### config.mk
export PLATFORM = sky130hd
export DESIGN_NAME = sfvm_lane
export DESIGN_NICKNAME = d
export VERILOG_FILES = /design/src/rtl/core/sfvm_pkg.sv /design/src/rtl/core/sfvm_div.sv /design/src/rtl/core/sfvm_lane.sv
export SDC_FILE = /design/constraint.sdc
export NUM_CORES = 2
export LEC_CHECK = 0
export BUFFER_PORTS_ARGS = -buffer_cell sky130_fd_sc_hd__buf_2
export CAP_MARGIN = 5
export CORE_MARGIN = 2
export CORE_UTILIZATION = 55
export CTS_CLUSTER_DIAMETER = 150
export CTS_CLUSTER_SIZE = 16
export DETAILED_ROUTE_END_ITERATION = 16
export PLACE_DENSITY = 0.73
export SLEW_MARGIN = 15
export SYNTH_ARGS = -nofsm -noshare
export SYNTH_HDL_FRONTEND = slang
export SYNTH_SLANG_ARGS = --single-unit
### constraint.sdc
create_clock -name i_clk -period 16.15 [get_ports i_clk]
set_input_delay 2.4225 -clock i_clk [delete_from_list [all_inputs] [get_ports i_clk]]
set_output_delay 2.4225 -clock i_clk [all_outputs]
set_load 0.02 [all_outputs]
### src/rtl/core/sfvm_pkg.sv
// Shared widths, codes and lane control types for the size-filtered VWAP midprice block.
// No dependencies; used by every module of the block except sfvm_div.
package sfvm_pkg;

    // Field widths
    localparam int PRICE_W = 32;
    localparam int SIZE_W  = 24;
    localparam int SUM_W   = 28;
    localparam int VAL_W   = 60;
    localparam int OUT_W   = 48;
    localparam int CNT_W   = 5;

    // Book depth limit and default fraction bits
    localparam int MAX_LEVELS = 10;
    localparam int FRAC_BITS  = 16;

    // Register file
    localparam int PADDR_W = 3;
    localparam int PDATA_W = 32;
    localparam logic REG_QTY_CAP = 1'b0;
    localparam logic [SUM_W-1:0] QTY_CAP_RST = SUM_W'(1);

    // Multiply-accumulate chunking in the merge stage
    localparam int MAC_CHUNK_W = 32;

    typedef enum logic [2:0] {
        ST_ACC,
        ST_CHECK,
        ST_AVG,
        ST_MRG,
        ST_PUT
    } t_state;

    // Control into one side lane
    typedef struct packed {
        logic acc_en;
        logic clear;
        logic div_start;
    } t_lane_ctl;

    // Status out of one side lane
    typedef struct packed {
        logic [SUM_W-1:0] size_sum;
        logic             avg_done;
    } t_lane_stat;

endpackage

### src/rtl/core/sfvm_div.sv
// Bit-serial restoring divider, one quotient bit per cycle.
// Uses no package; dividend must satisfy num < den * 2^Q_W.
module sfvm_div #(
    parameter int DEN_W = 28,
    parameter int Q_W   = 48
) (
    input  logic               i_clk,
    input  logic               i_rst_n,
    input  logic               i_start,
    input  logic [Q_W+DEN_W-1:0] i_num,
    input  logic [DEN_W-1:0]   i_den,
    output logic               o_done,
    output logic [Q_W-1:0]     o_quot
);

    localparam int CNT_W = $clog2(Q_W + 1);

    logic [DEN_W-1:0] r_rem;
    logic [DEN_W-1:0] r_den;
    logic [Q_W-1:0]   r_quo;
    logic [CNT_W-1:0] r_cnt;
    logic             r_busy;
    logic             r_done;

    logic [DEN_W:0]   w_trial;
    logic [DEN_W:0]   w_diff;
    logic             w_ge;
    logic [DEN_W-1:0] n_rem;

    // One trial subtraction: shift in the next dividend bit
    always_comb begin
        w_trial = {r_rem, r_quo[Q_W-1]};
        w_diff  = w_trial - {1'b0, r_den};
        w_ge    = (w_trial >= {1'b0, r_den});
        n_rem   = w_ge ? w_diff[DEN_W-1:0] : w_trial[DEN_W-1:0];
    end

    // Control
    always_ff @(posedge i_clk) begin
        if (!i_rst_n) begin
            r_busy <= 1'b0;
            r_done <= 1'b0;
            r_cnt  <= '0;
        end else begin
            r_done <= 1'b0;
            if (i_start) begin
                r_busy <= 1'b1;
                r_cnt  <= CNT_W'(Q_W);
            end else if (r_busy) begin
                r_cnt <= r_cnt - CNT_W'(1);
                if (r_cnt == CNT_W'(1)) begin
                    r_busy <= 1'b0;
                    r_done <= 1'b1;
                end
            end
        end
    end

    // Datapath: upper dividend bits start as the partial remainder
    always_ff @(posedge i_clk) begin
        if (i_start) begin
            r_rem <= i_num[Q_W+DEN_W-1:Q_W];
            r_quo <= i_num[Q_W-1:0];
            r_den <= i_den;
        end else if (r_busy) begin
            r_rem <= n_rem;
            r_quo <= {r_quo[Q_W-2:0], w_ge};
        end
    end

    assign o_done = r_done;
    assign o_quot = r_quo;

endmodule

### src/rtl/core/sfvm_lane.sv
// One book side: size and value accumulation with stop logic, then its fixed-point average.
// Depends on sfvm_pkg and sfvm_div.
module sfvm_lane #(
    parameter int FRAC_BITS = sfvm_pkg::FRAC_BITS
) (
    input  logic                               i_clk,
    input  logic                               i_rst_n,
    input  sfvm_pkg::t_lane_ctl                i_ctl,
    input  logic                               i_present,
    input  logic [sfvm_pkg::PRICE_W-1:0]       i_price,
    input  logic [sfvm_pkg::SIZE_W-1:0]        i_size,
    input  logic [sfvm_pkg::SUM_W-1:0]         i_qty_cap,
    output sfvm_pkg::t_lane_stat               o_stat,
    output logic [sfvm_pkg::PRICE_W+FRAC_BITS-1:0] o_avg
);

    localparam int SUM_W  = sfvm_pkg::SUM_W;
    localparam int VAL_W  = sfvm_pkg::VAL_W;
    localparam int AVG_W  = sfvm_pkg::PRICE_W + FRAC_BITS;
    localparam int DVD_W  = VAL_W + FRAC_BITS;
    localparam int PROD_W = sfvm_pkg::PRICE_W + sfvm_pkg::SIZE_W;

    logic [SUM_W-1:0]  r_ssum;
    logic [VAL_W-1:0]  r_vsum;
    logic              r_stopped;

    logic [SUM_W-1:0]  n_ssum;
    logic [VAL_W-1:0]  n_vsum;
    logic [PROD_W-1:0] w_prod;
    logic [DVD_W-1:0]  w_dividend;
    logic              w_div_done;

    // Level add
    always_comb begin
        w_prod = i_price * i_size;
        n_ssum = r_ssum + SUM_W'(i_size);
        n_vsum = r_vsum + VAL_W'(w_prod);
    end

    // Running sums; a side stops on an absent level or once the filter is met
    always_ff @(posedge i_clk) begin
        if (!i_rst_n || i_ctl.clear) begin
            r_ssum    <= '0;
            r_vsum    <= '0;
            r_stopped <= 1'b0;
        end else if (i_ctl.acc_en && !r_stopped) begin
            if (!i_present) begin
                r_stopped <= 1'b1;
            end else begin
                r_ssum <= n_ssum;
                r_vsum <= n_vsum;
                if (n_ssum >= i_qty_cap) begin
                    r_stopped <= 1'b1;
                end
            end
        end
    end

    // Average = floor(value * 2^FRAC_BITS / size)
    assign w_dividend = DVD_W'(r_vsum) << FRAC_BITS;

    sfvm_div #(
        .DEN_W (SUM_W),
        .Q_W   (AVG_W)
    ) u_avg_div (
        .i_clk   (i_clk),
        .i_rst_n (i_rst_n),
        .i_start (i_ctl.div_start),
        .i_num   (w_dividend),
        .i_den   (r_ssum),
        .o_done  (w_div_done),
        .o_quot  (o_avg)
    );

    assign o_stat.size_sum = r_ssum;
    assign o_stat.avg_done = w_div_done;

endmodule

==> results.txt <==
GP Congestion - 0.9485
post-synth top area cell - fa_1
Routed WL - 96140 um
Min-Delay Path Class - reg -> reg
layout cell share with drive strength beyond 1 - 5.142%
Final Hold Vio Count - 0
total grt overflow - 0
I/O Pins - 167
CTS tree - built
Vias - 28160
most common cell after layout, fill and taps aside - inv_1
Final Max Slew Viols - 0
Yosys cell types - 66
n_diodes - 0
Tcrit/Tclk final - 59.74%
Achievable Freq - 0.1036 GHz
setup repair bufs after CTS - 0
Synth top area share - 38.27%
Reg clk slew, reported paths - 0.08 ns
antenna violations before repair - 2
DRC - 0
Die Y - 265.0 um
DRT iter0 DRCs - 1923
sequential area share after synthesis - 13.10%
H-tree lvl count - 1
Final setup violation count - 0
commonest non-fill, non-tap cells in the layout - inv_1 (912), fa_1 (716), nand2_1 (578)
hold-critical path endpoint - r_vsum[33]
CTS Buf Count - 16
startpoint types - input pin
largest net degree at the start of global routing - 102
EDFF count, synth - 88
Hold Crit Depth - 2
FF+latch count, synth - 201
GRT Util Overall - 28.61%
number of global-route vias before repair - 29440
Post-DRT Antenna Nets - 0
post-route cell area - 39120 um^2
main area contributors after synthesis - fa_1 (38%), inv_1 (9.1%), ha_1 (9.1%), edfxtp_1 (7.1%), and2_1 (6.7%)
WP data arrival - 10.05 ns
Reg2Reg Launch Point - r_vsum[11]
Max Root-Sink Buffers - 3
worst r2r dst - r_vsum[59]
wire per inst - 19.02 um
vias per std cell - 5.571
post-CTS resize count - 0
Avg Synthesized Cell Area - 8.933 um^2
Main synth FF type - dfxtp_1
mapped cell area - 37450 um^2
Rel. slew slack - 26.30%
Core Footprint - 67280 um^2
status - finished clean
Root Driver - clkbuf_16
Die Wd - 265.0 um
Crit Path Class - in -> reg
R2R depth - 15
Max-cap violations - 0
FFs w/ async S/R, synth - 0%
Port Buffers - 166
Pre-antenna DRT Iters - 6
first-pass GRT wire length - 160000 um
DP Wirelength - 75860 um
Fillers - 5922
synthesis-to-layout area growth - 4.440%
Die ar. - 70200 um^2
data required time of the critical path - 16.55 ns
Starting Density - 55.67%
Clock Latency Late Sink - 0.51 ns
fin nets - 5248
Post-Syn Nets - 5270
yosys warns - 0
placed cell areas - 38650 um^2
RSZ-0062 raised after global routing - no
hold path startpoint - r_vsum[33]
CTS Sinks - 201
Cells after Synth - 4193
Worst setup EP type - register
CP Max Fanout - 33
Worst Clk Skew - 0.02284 ns
Fin Setup TNS - 0 ns
Slew @ Worst Pin - 1.106 ns
Critical path origin - i_size[15]
r2r setup slk - 10.39 ns
cell row count - 95
# hold bufs at CTS - 0
Final Critical Period - 9.649 ns
-- synth_stat cells, types with 8 or more instances --
cell	count
inv_1	912
fa_1	716
nand2_1	578
and2_1	399
ha_1	271
clkbuf_1	199
a21oi_1	168
dfxtp_1	113
o21ai_0	95
nor2_1	94
edfxtp_1	88
a21o_1	55
xnor2_1	55
xor2_1	50
a22o_1	41
mux2i_1	34
nand4_1	28
nand3_1	26
nor2b_1	21
a211oi_1	20
o21a_1	18
o21bai_1	18
a31oi_1	15
and3_1	14
nand2b_1	14
buf_1	13
nor3_1	13
o311ai_0	11
nand3b_1	10
nor4_1	8
-- flip-flops by register name (all words and copies together), names as in the netlist --
signal	flops
r_ssum	28
r_stopped	1
r_vsum	60
u_avg_div.o_done	1
u_avg_div.o_quot	48
u_avg_div.r_busy	1
u_avg_div.r_cnt	6
u_avg_div.r_den	28
u_avg_div.r_rem	28
-- cell families after synthesis --
| group | Yosys count | synth area share (%) |
|---|---|---|
| and+or+nand+nor | 1236 | 16.17 |
| muxes | 37 | 0.9988 |
| DFF | 201 | 13.10 |
| adders and majority gates | 987 | 47.32 |
| buffers and inverters | 1130 | 11.38 |
| xor gates and xnor gates | 105 | 2.455 |
| AOI/OAI and AO/OA | 497 | 8.575 |
-- worst max-delay path by stage --
stage | to | slack, ns | cells after the start
after floorplan | r_vsum[57] | 7.26 | 26
after CTS | r_vsum[56] | 6.60 | 25
after global placement | r_vsum[48] | 6.23 | 25
final | r_vsum[56] | 6.50 | 25
after global routing | r_vsum[48] | 6.33 | 25
after detailed placement | r_vsum[56] | 6.07 | 25
-- metal layers --
| metal | share of wire (%) | vias to the layer above | track usage [%] |
|---|---|---|---|
| li1 | - | 12730 | - |
| met3 | 7.8 | 129 | 4.347 |
| met5 | 0 | - | 0 |
| met2 | 46 | 1038 | 46.07 |
| met1 | 44 | 14260 | 41.08 |
| met4 | 2.1 | 0 | 6.490 |
-- layout make-up --
class	instances	area [um^2]	share of cell area, %
Timing Repair Buffer	178	923.4	2.361
Multi-Input combinational cell	2862	28300	72.35
Tap cell	873	1092	2.792
Sequential cell	201	4905	12.54
Clock inverter	1	8.758	0.02239
Inverter	912	3423	8.751
Clock buffer	27	462.9	1.183
-- critical path: stages --
cell	delay, ns
buf_2	0.71
nand2_1	0.20
fa_1	0.58
inv_1	0.05
fa_1	0.50
inv_1	0.05
fa_1	0.53
inv_1	0.07
fa_1	0.47
fa_1	0.42
fa_1	0.52
inv_1	0.07
fa_1	0.48
inv_1	0.04
ha_1	0.39
a21oi_1	0.19
o21ai_0	0.20
a32o_1	0.34
and3b_1	0.18
a311oi_1	0.42
nand3_1	0.28
o211a_1	0.32
nor2_1	0.16
nand4b_1	0.12
a32o_1	0.27
-- per-stage QoR --
step | std cells | utilization [%] | worst slack [ns] | hold slack, ns
2_1_floorplan | 4193 | - | 7.260 | 0.4250
4_1_cts | 5054 | 58.14 | 6.597 | 0.4626
3_5_place_dp | 5026 | 57.44 | 6.068 | 0.4428
3_3_place_gp | 5026 | 57.44 | 6.227 | 0.4354
5_1_grt | 5054 | 58.14 | 6.329 | 0.4900
6_report | 5054 | 58.14 | 6.501 | 0.4592
Power is left out: the tool's default activity adds up to more than one toggle a clock period on the data nets, which glitch-free logic cannot reach.
