### src/rtl/core/sfvm_pkg.sv
// Shared widths, codes and lane control types for the size-filtered VWAP midprice block.
// No dependencies; used by every module of the block except sfvm_div.
package sfvm_pkg;

    // Field widths
    localparam int PRICE_W = 32;
    localparam int SIZE_W  = 24;
    localparam int SUM_W   = 28;
    localparam int VAL_W   = 60;
    localparam int OUT_W   = 48;
    localparam int CNT_W   = 5;

    // Book depth limit and default fraction bits
    localparam int MAX_LEVELS = 10;
    localparam int FRAC_BITS  = 16;

    // Register file
    localparam int PADDR_W = 3;
    localparam int PDATA_W = 32;
    localparam logic REG_QTY_CAP = 1'b0;
    localparam logic [SUM_W-1:0] QTY_CAP_RST = SUM_W'(1);

    // Multiply-accumulate chunking in the merge stage
    localparam int MAC_CHUNK_W = 32;

    typedef enum logic [2:0] {
        ST_ACC,
        ST_CHECK,
        ST_AVG,
        ST_MRG,
        ST_PUT
    } t_state;

    // Control into one side lane
    typedef struct packed {
        logic acc_en;
        logic clear;
        logic div_start;
    } t_lane_ctl;

    // Status out of one side lane
    typedef struct packed {
        logic [SUM_W-1:0] size_sum;
        logic             avg_done;
    } t_lane_stat;

endpackage

### src/rtl/core/sfvm_div.sv
// Bit-serial restoring divider, one quotient bit per cycle.
// Uses no package; dividend must satisfy num < den * 2^Q_W.
module sfvm_div #(
    parameter int DEN_W = 28,
    parameter int Q_W   = 48
) (
    input  logic               i_clk,
    input  logic               i_rst_n,
    input  logic               i_start,
    input  logic [Q_W+DEN_W-1:0] i_num,
    input  logic [DEN_W-1:0]   i_den,
    output logic               o_done,
    output logic [Q_W-1:0]     o_quot
);

    localparam int CNT_W = $clog2(Q_W + 1);

    logic [DEN_W-1:0] r_rem;
    logic [DEN_W-1:0] r_den;
    logic [Q_W-1:0]   r_quo;
    logic [CNT_W-1:0] r_cnt;
    logic             r_busy;
    logic             r_done;

    logic [DEN_W:0]   w_trial;
    logic [DEN_W:0]   w_diff;
    logic             w_ge;
    logic [DEN_W-1:0] n_rem;

    // One trial subtraction: shift in the next dividend bit
    always_comb begin
        w_trial = {r_rem, r_quo[Q_W-1]};
        w_diff  = w_trial - {1'b0, r_den};
        w_ge    = (w_trial >= {1'b0, r_den});
        n_rem   = w_ge ? w_diff[DEN_W-1:0] : w_trial[DEN_W-1:0];
    end

    // Control
    always_ff @(posedge i_clk) begin
        if (!i_rst_n) begin
            r_busy <= 1'b0;
            r_done <= 1'b0;
            r_cnt  <= '0;
        end else begin
            r_done <= 1'b0;
            if (i_start) begin
                r_busy <= 1'b1;
                r_cnt  <= CNT_W'(Q_W);
            end else if (r_busy) begin
                r_cnt <= r_cnt - CNT_W'(1);
                if (r_cnt == CNT_W'(1)) begin
                    r_busy <= 1'b0;
                    r_done <= 1'b1;
                end
            end
        end
    end

    // Datapath: upper dividend bits start as the partial remainder
    always_ff @(posedge i_clk) begin
        if (i_start) begin
            r_rem <= i_num[Q_W+DEN_W-1:Q_W];
            r_quo <= i_num[Q_W-1:0];
            r_den <= i_den;
        end else if (r_busy) begin
            r_rem <= n_rem;
            r_quo <= {r_quo[Q_W-2:0], w_ge};
        end
    end

    assign o_done = r_done;
    assign o_quot = r_quo;

endmodule

### src/rtl/core/sfvm_merge.sv
// Merging stage: cross-weights the two side averages and divides by the total size.
// Depends on sfvm_pkg and sfvm_div.
module sfvm_merge #(
    parameter int FRAC_BITS = sfvm_pkg::FRAC_BITS
) (
    input  logic                                   i_clk,
    input  logic                                   i_rst_n,
    input  logic                                   i_start,
    input  sfvm_pkg::t_lane_stat                   i_bid,
    input  sfvm_pkg::t_lane_stat                   i_ask,
    input  logic [sfvm_pkg::PRICE_W+FRAC_BITS-1:0] i_avg_bid,
    input  logic [sfvm_pkg::PRICE_W+FRAC_BITS-1:0] i_avg_ask,
    output logic                                   o_done,
    output logic [sfvm_pkg::PRICE_W+FRAC_BITS-1:0] o_price
);

    localparam int SUM_W   = sfvm_pkg::SUM_W;
    localparam int CH_W    = sfvm_pkg::MAC_CHUNK_W;
    localparam int AVG_W   = sfvm_pkg::PRICE_W + FRAC_BITS;
    localparam int DEN_W   = SUM_W + 1;
    localparam int ACC_W   = AVG_W + DEN_W;
    localparam int PROD_W  = CH_W + SUM_W;
    localparam int SHIFT_W = PROD_W + CH_W;

    logic              r_mac_on;
    logic [1:0]        r_step;
    logic              r_prod_v;
    logic              r_prod_hi;
    logic              r_prod_last;
    logic [PROD_W-1:0] r_prod;
    logic [ACC_W-1:0]  r_acc;
    logic              r_div_go;

    logic [2*CH_W-1:0]  w_avg_ext;
    logic [CH_W-1:0]    w_chunk;
    logic [SUM_W-1:0]   w_weight;
    logic [SHIFT_W-1:0] w_shifted;
    logic [DEN_W-1:0]   w_total;

    // Operand select: step[1] picks the side, step[0] the 32-bit chunk of its average
    always_comb begin
        w_avg_ext = r_step[1] ? (2*CH_W)'(i_avg_ask) : (2*CH_W)'(i_avg_bid);
        w_chunk   = r_step[0] ? w_avg_ext[2*CH_W-1:CH_W] : w_avg_ext[CH_W-1:0];
        w_weight  = r_step[1] ? i_bid.size_sum : i_ask.size_sum;
        w_shifted = r_prod_hi ? {r_prod, {CH_W{1'b0}}} : SHIFT_W'(r_prod);
        w_total   = DEN_W'(i_bid.size_sum) + DEN_W'(i_ask.size_sum);
    end

    // Sequencer for the four partial products
    always_ff @(posedge i_clk) begin
        if (!i_rst_n) begin
            r_mac_on    <= 1'b0;
            r_step      <= '0;
            r_prod_v    <= 1'b0;
            r_prod_last <= 1'b0;
            r_div_go    <= 1'b0;
        end else begin
            r_div_go <= r_prod_v && r_prod_last;
            r_prod_v <= r_mac_on;
            if (i_start) begin
                r_mac_on <= 1'b1;
                r_step   <= '0;
            end else if (r_mac_on) begin
                r_step      <= r_step + 2'd1;
                r_prod_last <= (r_step == 2'b11);
                if (r_step == 2'b11) begin
                    r_mac_on <= 1'b0;
                end
            end
        end
    end

    // Product register, then accumulate
    always_ff @(posedge i_clk) begin
        if (r_mac_on) begin
            r_prod    <= w_chunk * w_weight;
            r_prod_hi <= r_step[0];
        end
        if (i_start) begin
            r_acc <= '0;
        end else if (r_prod_v) begin
            r_acc <= r_acc + ACC_W'(w_shifted);
        end
    end

    sfvm_div #(
        .DEN_W (DEN_W),
        .Q_W   (AVG_W)
    ) u_mix_div (
        .i_clk   (i_clk),
        .i_rst_n (i_rst_n),
        .i_start (r_div_go),
        .i_num   (r_acc),
        .i_den   (w_total),
        .o_done  (o_done),
        .o_quot  (o_price)
    );

endmodule

### config.mk
export PLATFORM = sky130hd
export DESIGN_NAME = sfvm_merge
export DESIGN_NICKNAME = d
export VERILOG_FILES = /design/src/rtl/core/sfvm_pkg.sv /design/src/rtl/core/sfvm_div.sv /design/src/rtl/core/sfvm_merge.sv
export SDC_FILE = /design/constraint.sdc
export NUM_CORES = 2
export LEC_CHECK = 0
export BUFFER_PORTS_ARGS = -buffer_cell sky130_fd_sc_hd__clkbuf_2
export CORE_MARGIN = 2
export CORE_UTILIZATION = 43
export CTS_BUF_LIST = sky130_fd_sc_hd__clkbuf_2 sky130_fd_sc_hd__clkbuf_4 sky130_fd_sc_hd__clkbuf_8
export DETAILED_ROUTE_END_ITERATION = 10
export GPL_ROUTABILITY_DRIVEN = 0
export GPL_TIMING_DRIVEN = 0
export PLACE_DENSITY = 0.65
export SYNTH_ARGS = -nofsm -noshare
export SYNTH_HDL_FRONTEND = slang
export SYNTH_HIERARCHICAL = 1
export SYNTH_SLANG_ARGS = --single-unit
### constraint.sdc
create_clock -name i_clk -period 15.78 [get_ports i_clk]
set_input_delay 2.367 -clock i_clk [delete_from_list [all_inputs] [get_ports i_clk]]
set_output_delay 2.367 -clock i_clk [all_outputs]
set_load 0.05 [all_outputs]
==> run summary <==
CP max stage cell -> clkbuf_1
Worst EP arrival -> 12.78 ns
top cell type's share of synthesized area -> 33.1%
Core Area -> 109000 µm²
area of the die -> 113000 µm²
Die Span X -> 336 µm
Post-Route WL -> 176000 µm
RSZ-0062 raised after global routing -> false
DRC Markers -> 0
WHS Path Cells -> 2
max frequency -> 0.0809 GHz
Post-CTS Repair Setup Buffers -> 0
HPWL after DPL -> 144000 µm
Die Ht -> 336 µm
I/O pin count -> 206
TritonCTS clock tree -> yes
IO Port Bufs -> 202
CTS Hold Bufs -> 0
fraction of layout cells with a size suffix above 1 -> 9.46%
CP top delay family -> adder cells
NumNets Final -> 6947
Final setup viols -> 0
vias in the first global route -> 40.7k
row count -> 121
YS warnings -> 6
WP depth -> 28
post-route ant nets -> 0
register area -> 6840 µm²
first-pass GRT wire length -> 254000 µm
Mapped Area -> 47300 µm²
Worst setup SP type -> flip-flop
most frequent cells in the layout -> 941 x inv_1, 781 x fa_1, 667 x nand2_1, 662 x nor2_1, 350 x ha_1
most common cell after layout, fill and taps aside -> inv_1
post-synthesis async set-or-reset flop share -> 0%
mean post-synth cell area -> 8.76 µm²
CTS clk-pin slew, worst paths -> 0.06 ns
worst-path maximum fanout -> 10
WL per Instance -> 24.7 µm
pin count of the biggest net entering global routing -> 68
DR vias -> 41.1k
Worst Max-Slew Pin Slew -> 1.61 ns
Min-Delay Path Class -> reg2reg
syn_nets -> 6683
r2r worst-path depth -> 28
Slew Viols, Final -> 9
router iterations before antenna repair -> 7
#FFs+latches synth -> 258
clock buffer count from CTS -> 46
failing checks -> capacitance limit, slew limit
Max clock buf depth -> 3
max_slew headroom -> -10.4%
endpoints failing hold -> 0
Critical Setup Path Class -> reg2reg
worst-skew pair later-pin latency -> 0.66 ns
CP peak stage delay -> 0.82 ns
post-synth cell types -> 103
Initial Util -> 43.4%
Buf+Inv Stages, Crit Path -> 6
area of the multi-input gates -> 35800 µm²
cts repair resizes -> 0
register area share after synthesis -> 14.5%
status -> complete, but fails checks
Sink Count -> 258
Cells after Synth -> 5395
Critical Path RT -> 16.21 ns
Post-synth EDFFs -> 167
GRT Resource Usage Total -> 30.8%
Top FF cell, synth -> edfxtp_1
most frequent CP cell -> fa_1
Max Cap Viol -> 2
leading area contributor after synthesis -> fa_1
crit path time final -> 12.35 ns
initial antenna violation count -> 5
Max H-tree Level -> 2
Clock Skews -> 0.0622 ns
Remaining Overflow, GRT -> 0
Setup TNS -> 0 ns
ranking of synthesized cells by area -> fa_1 33%, edfxtp_1 11%, ha_1 9.3%
Clock Tree Root -> clkbuf_8
1st-iter DRT viols -> 4443
Syn-to-layout area delta -> 8.47%
crit end category -> flip-flop
fillers -> 10.6k
Avg Vias per Cell -> 5.78
Tcrit/Tclk final -> 78.3%
[sequential cells by signal (all words and copies together), names as in the netlist, 2 cells and up]
register,cells
u_mix_div/r_rem,29
u_mix_div/r_cnt,6
r_acc,77
r_prod,60
r_step,2
u_mix_div/o_quot,48
u_mix_div/r_den,29
[per-layer routing]
layer  vias to the layer above  global-route usage [%]  wire length (µm)
li1                      17700                       -                 -
met1                     20100                    37.4             62500
met2                      2627                    45.4             74200
met3                       740                    10.4             23500
met4                         0                    22.3             15400
met5                         -                       0                 0
[stage by stage]
stage | area [µm²] | hold WS (ns) | utilization [%] | instances | worst slack [ns]
6_report | 51300 | 0.486 | 47.0 | 7114 | 3.43
5_1_grt | 51300 | 0.517 | 47.0 | 7112 | 3.22
4_1_cts | 51200 | 0.490 | 47.0 | 7110 | 3.68
3_5_place_dp | 50300 | 0.474 | 46.1 | 7024 | 3.66
3_3_place_gp | 50000 | 0.470 | 45.9 | 7011 | 3.65
2_1_floorplan | 47300 | 0.443 | - | 5395 | 6.22
[cell usage after synthesis, types with 16 or more instances]
cell / count
edfxtp_1: 167
xnor2_1: 101
nand2_1: 668
clkbuf_1: 223
a21o_1: 91
o21a_1: 36
nor2b_1: 55
ha_1: 350
o21ai_0: 144
a211oi_1: 23
nand2b_1: 16
buf_2: 27
dfxtp_1: 91
inv_1: 941
nor2_1: 662
and3_1: 22
a21oi_1: 221
and2_1: 32
a31oi_1: 32
nand3_1: 40
o21bai_1: 34
xor2_1: 68
nand4_1: 57
fa_1: 781
or2_2: 20
nor3_1: 40
mux2i_1: 95
mux2_2: 120
[worst register-to-register path: cells and delay by family, from the launching register on]
family | cells | cell delay, ns
buf+inv | 6 | 2.98
xor+xnor | 1 | 0.27
simple gates | 4 | 0.76
fa+ha+maj | 8 | 4.14
mux | 1 | 0.70
compound gates | 8 | 2.74
flops | 1 | 0.58
[cells by family after synthesis]
group	Yosys count	share of synthesized area, %
AND/OR/NAND/NOR	1663	14.9
buffers and inverters	1219	9.91
adder cells (fa/ha/maj)	1131	42.3
AO/OA/AOI/OAI	740	10.4
flip-flops	258	14.5
multiplexers	215	4.87
XOR/XNOR	169	3.13
[layout make-up]
cell class | instances | share of cell area (%)
Multi-Input combinational cell | 3918 | 69.8
Sequential cell | 258 | 13.3
Inverter | 942 | 6.90
Tap cell | 1414 | 3.45
Timing Repair Buffer | 216 | 2.33
Buffer | 277 | 2.24
Clock buffer | 70 | 1.68
Clock inverter | 16 | 0.198
Antenna cell | 3 | 0.0146
[final timing paths]
| kind | start | endpoint | slack, ns |
|---|---|---|---|
| worst min register to register | r_acc[69] | r_acc[69] | 0.49 |
| worst max-delay path | r_step[0] | r_prod[58] | 3.43 |
| worst max register to register | r_step[0] | r_prod[58] | 3.43 |
| worst min-delay path | r_acc[69] | r_acc[69] | 0.49 |
Power is left out: the tool's default activity adds up to more than one toggle a clock period on the data nets, which glitch-free logic cannot reach.
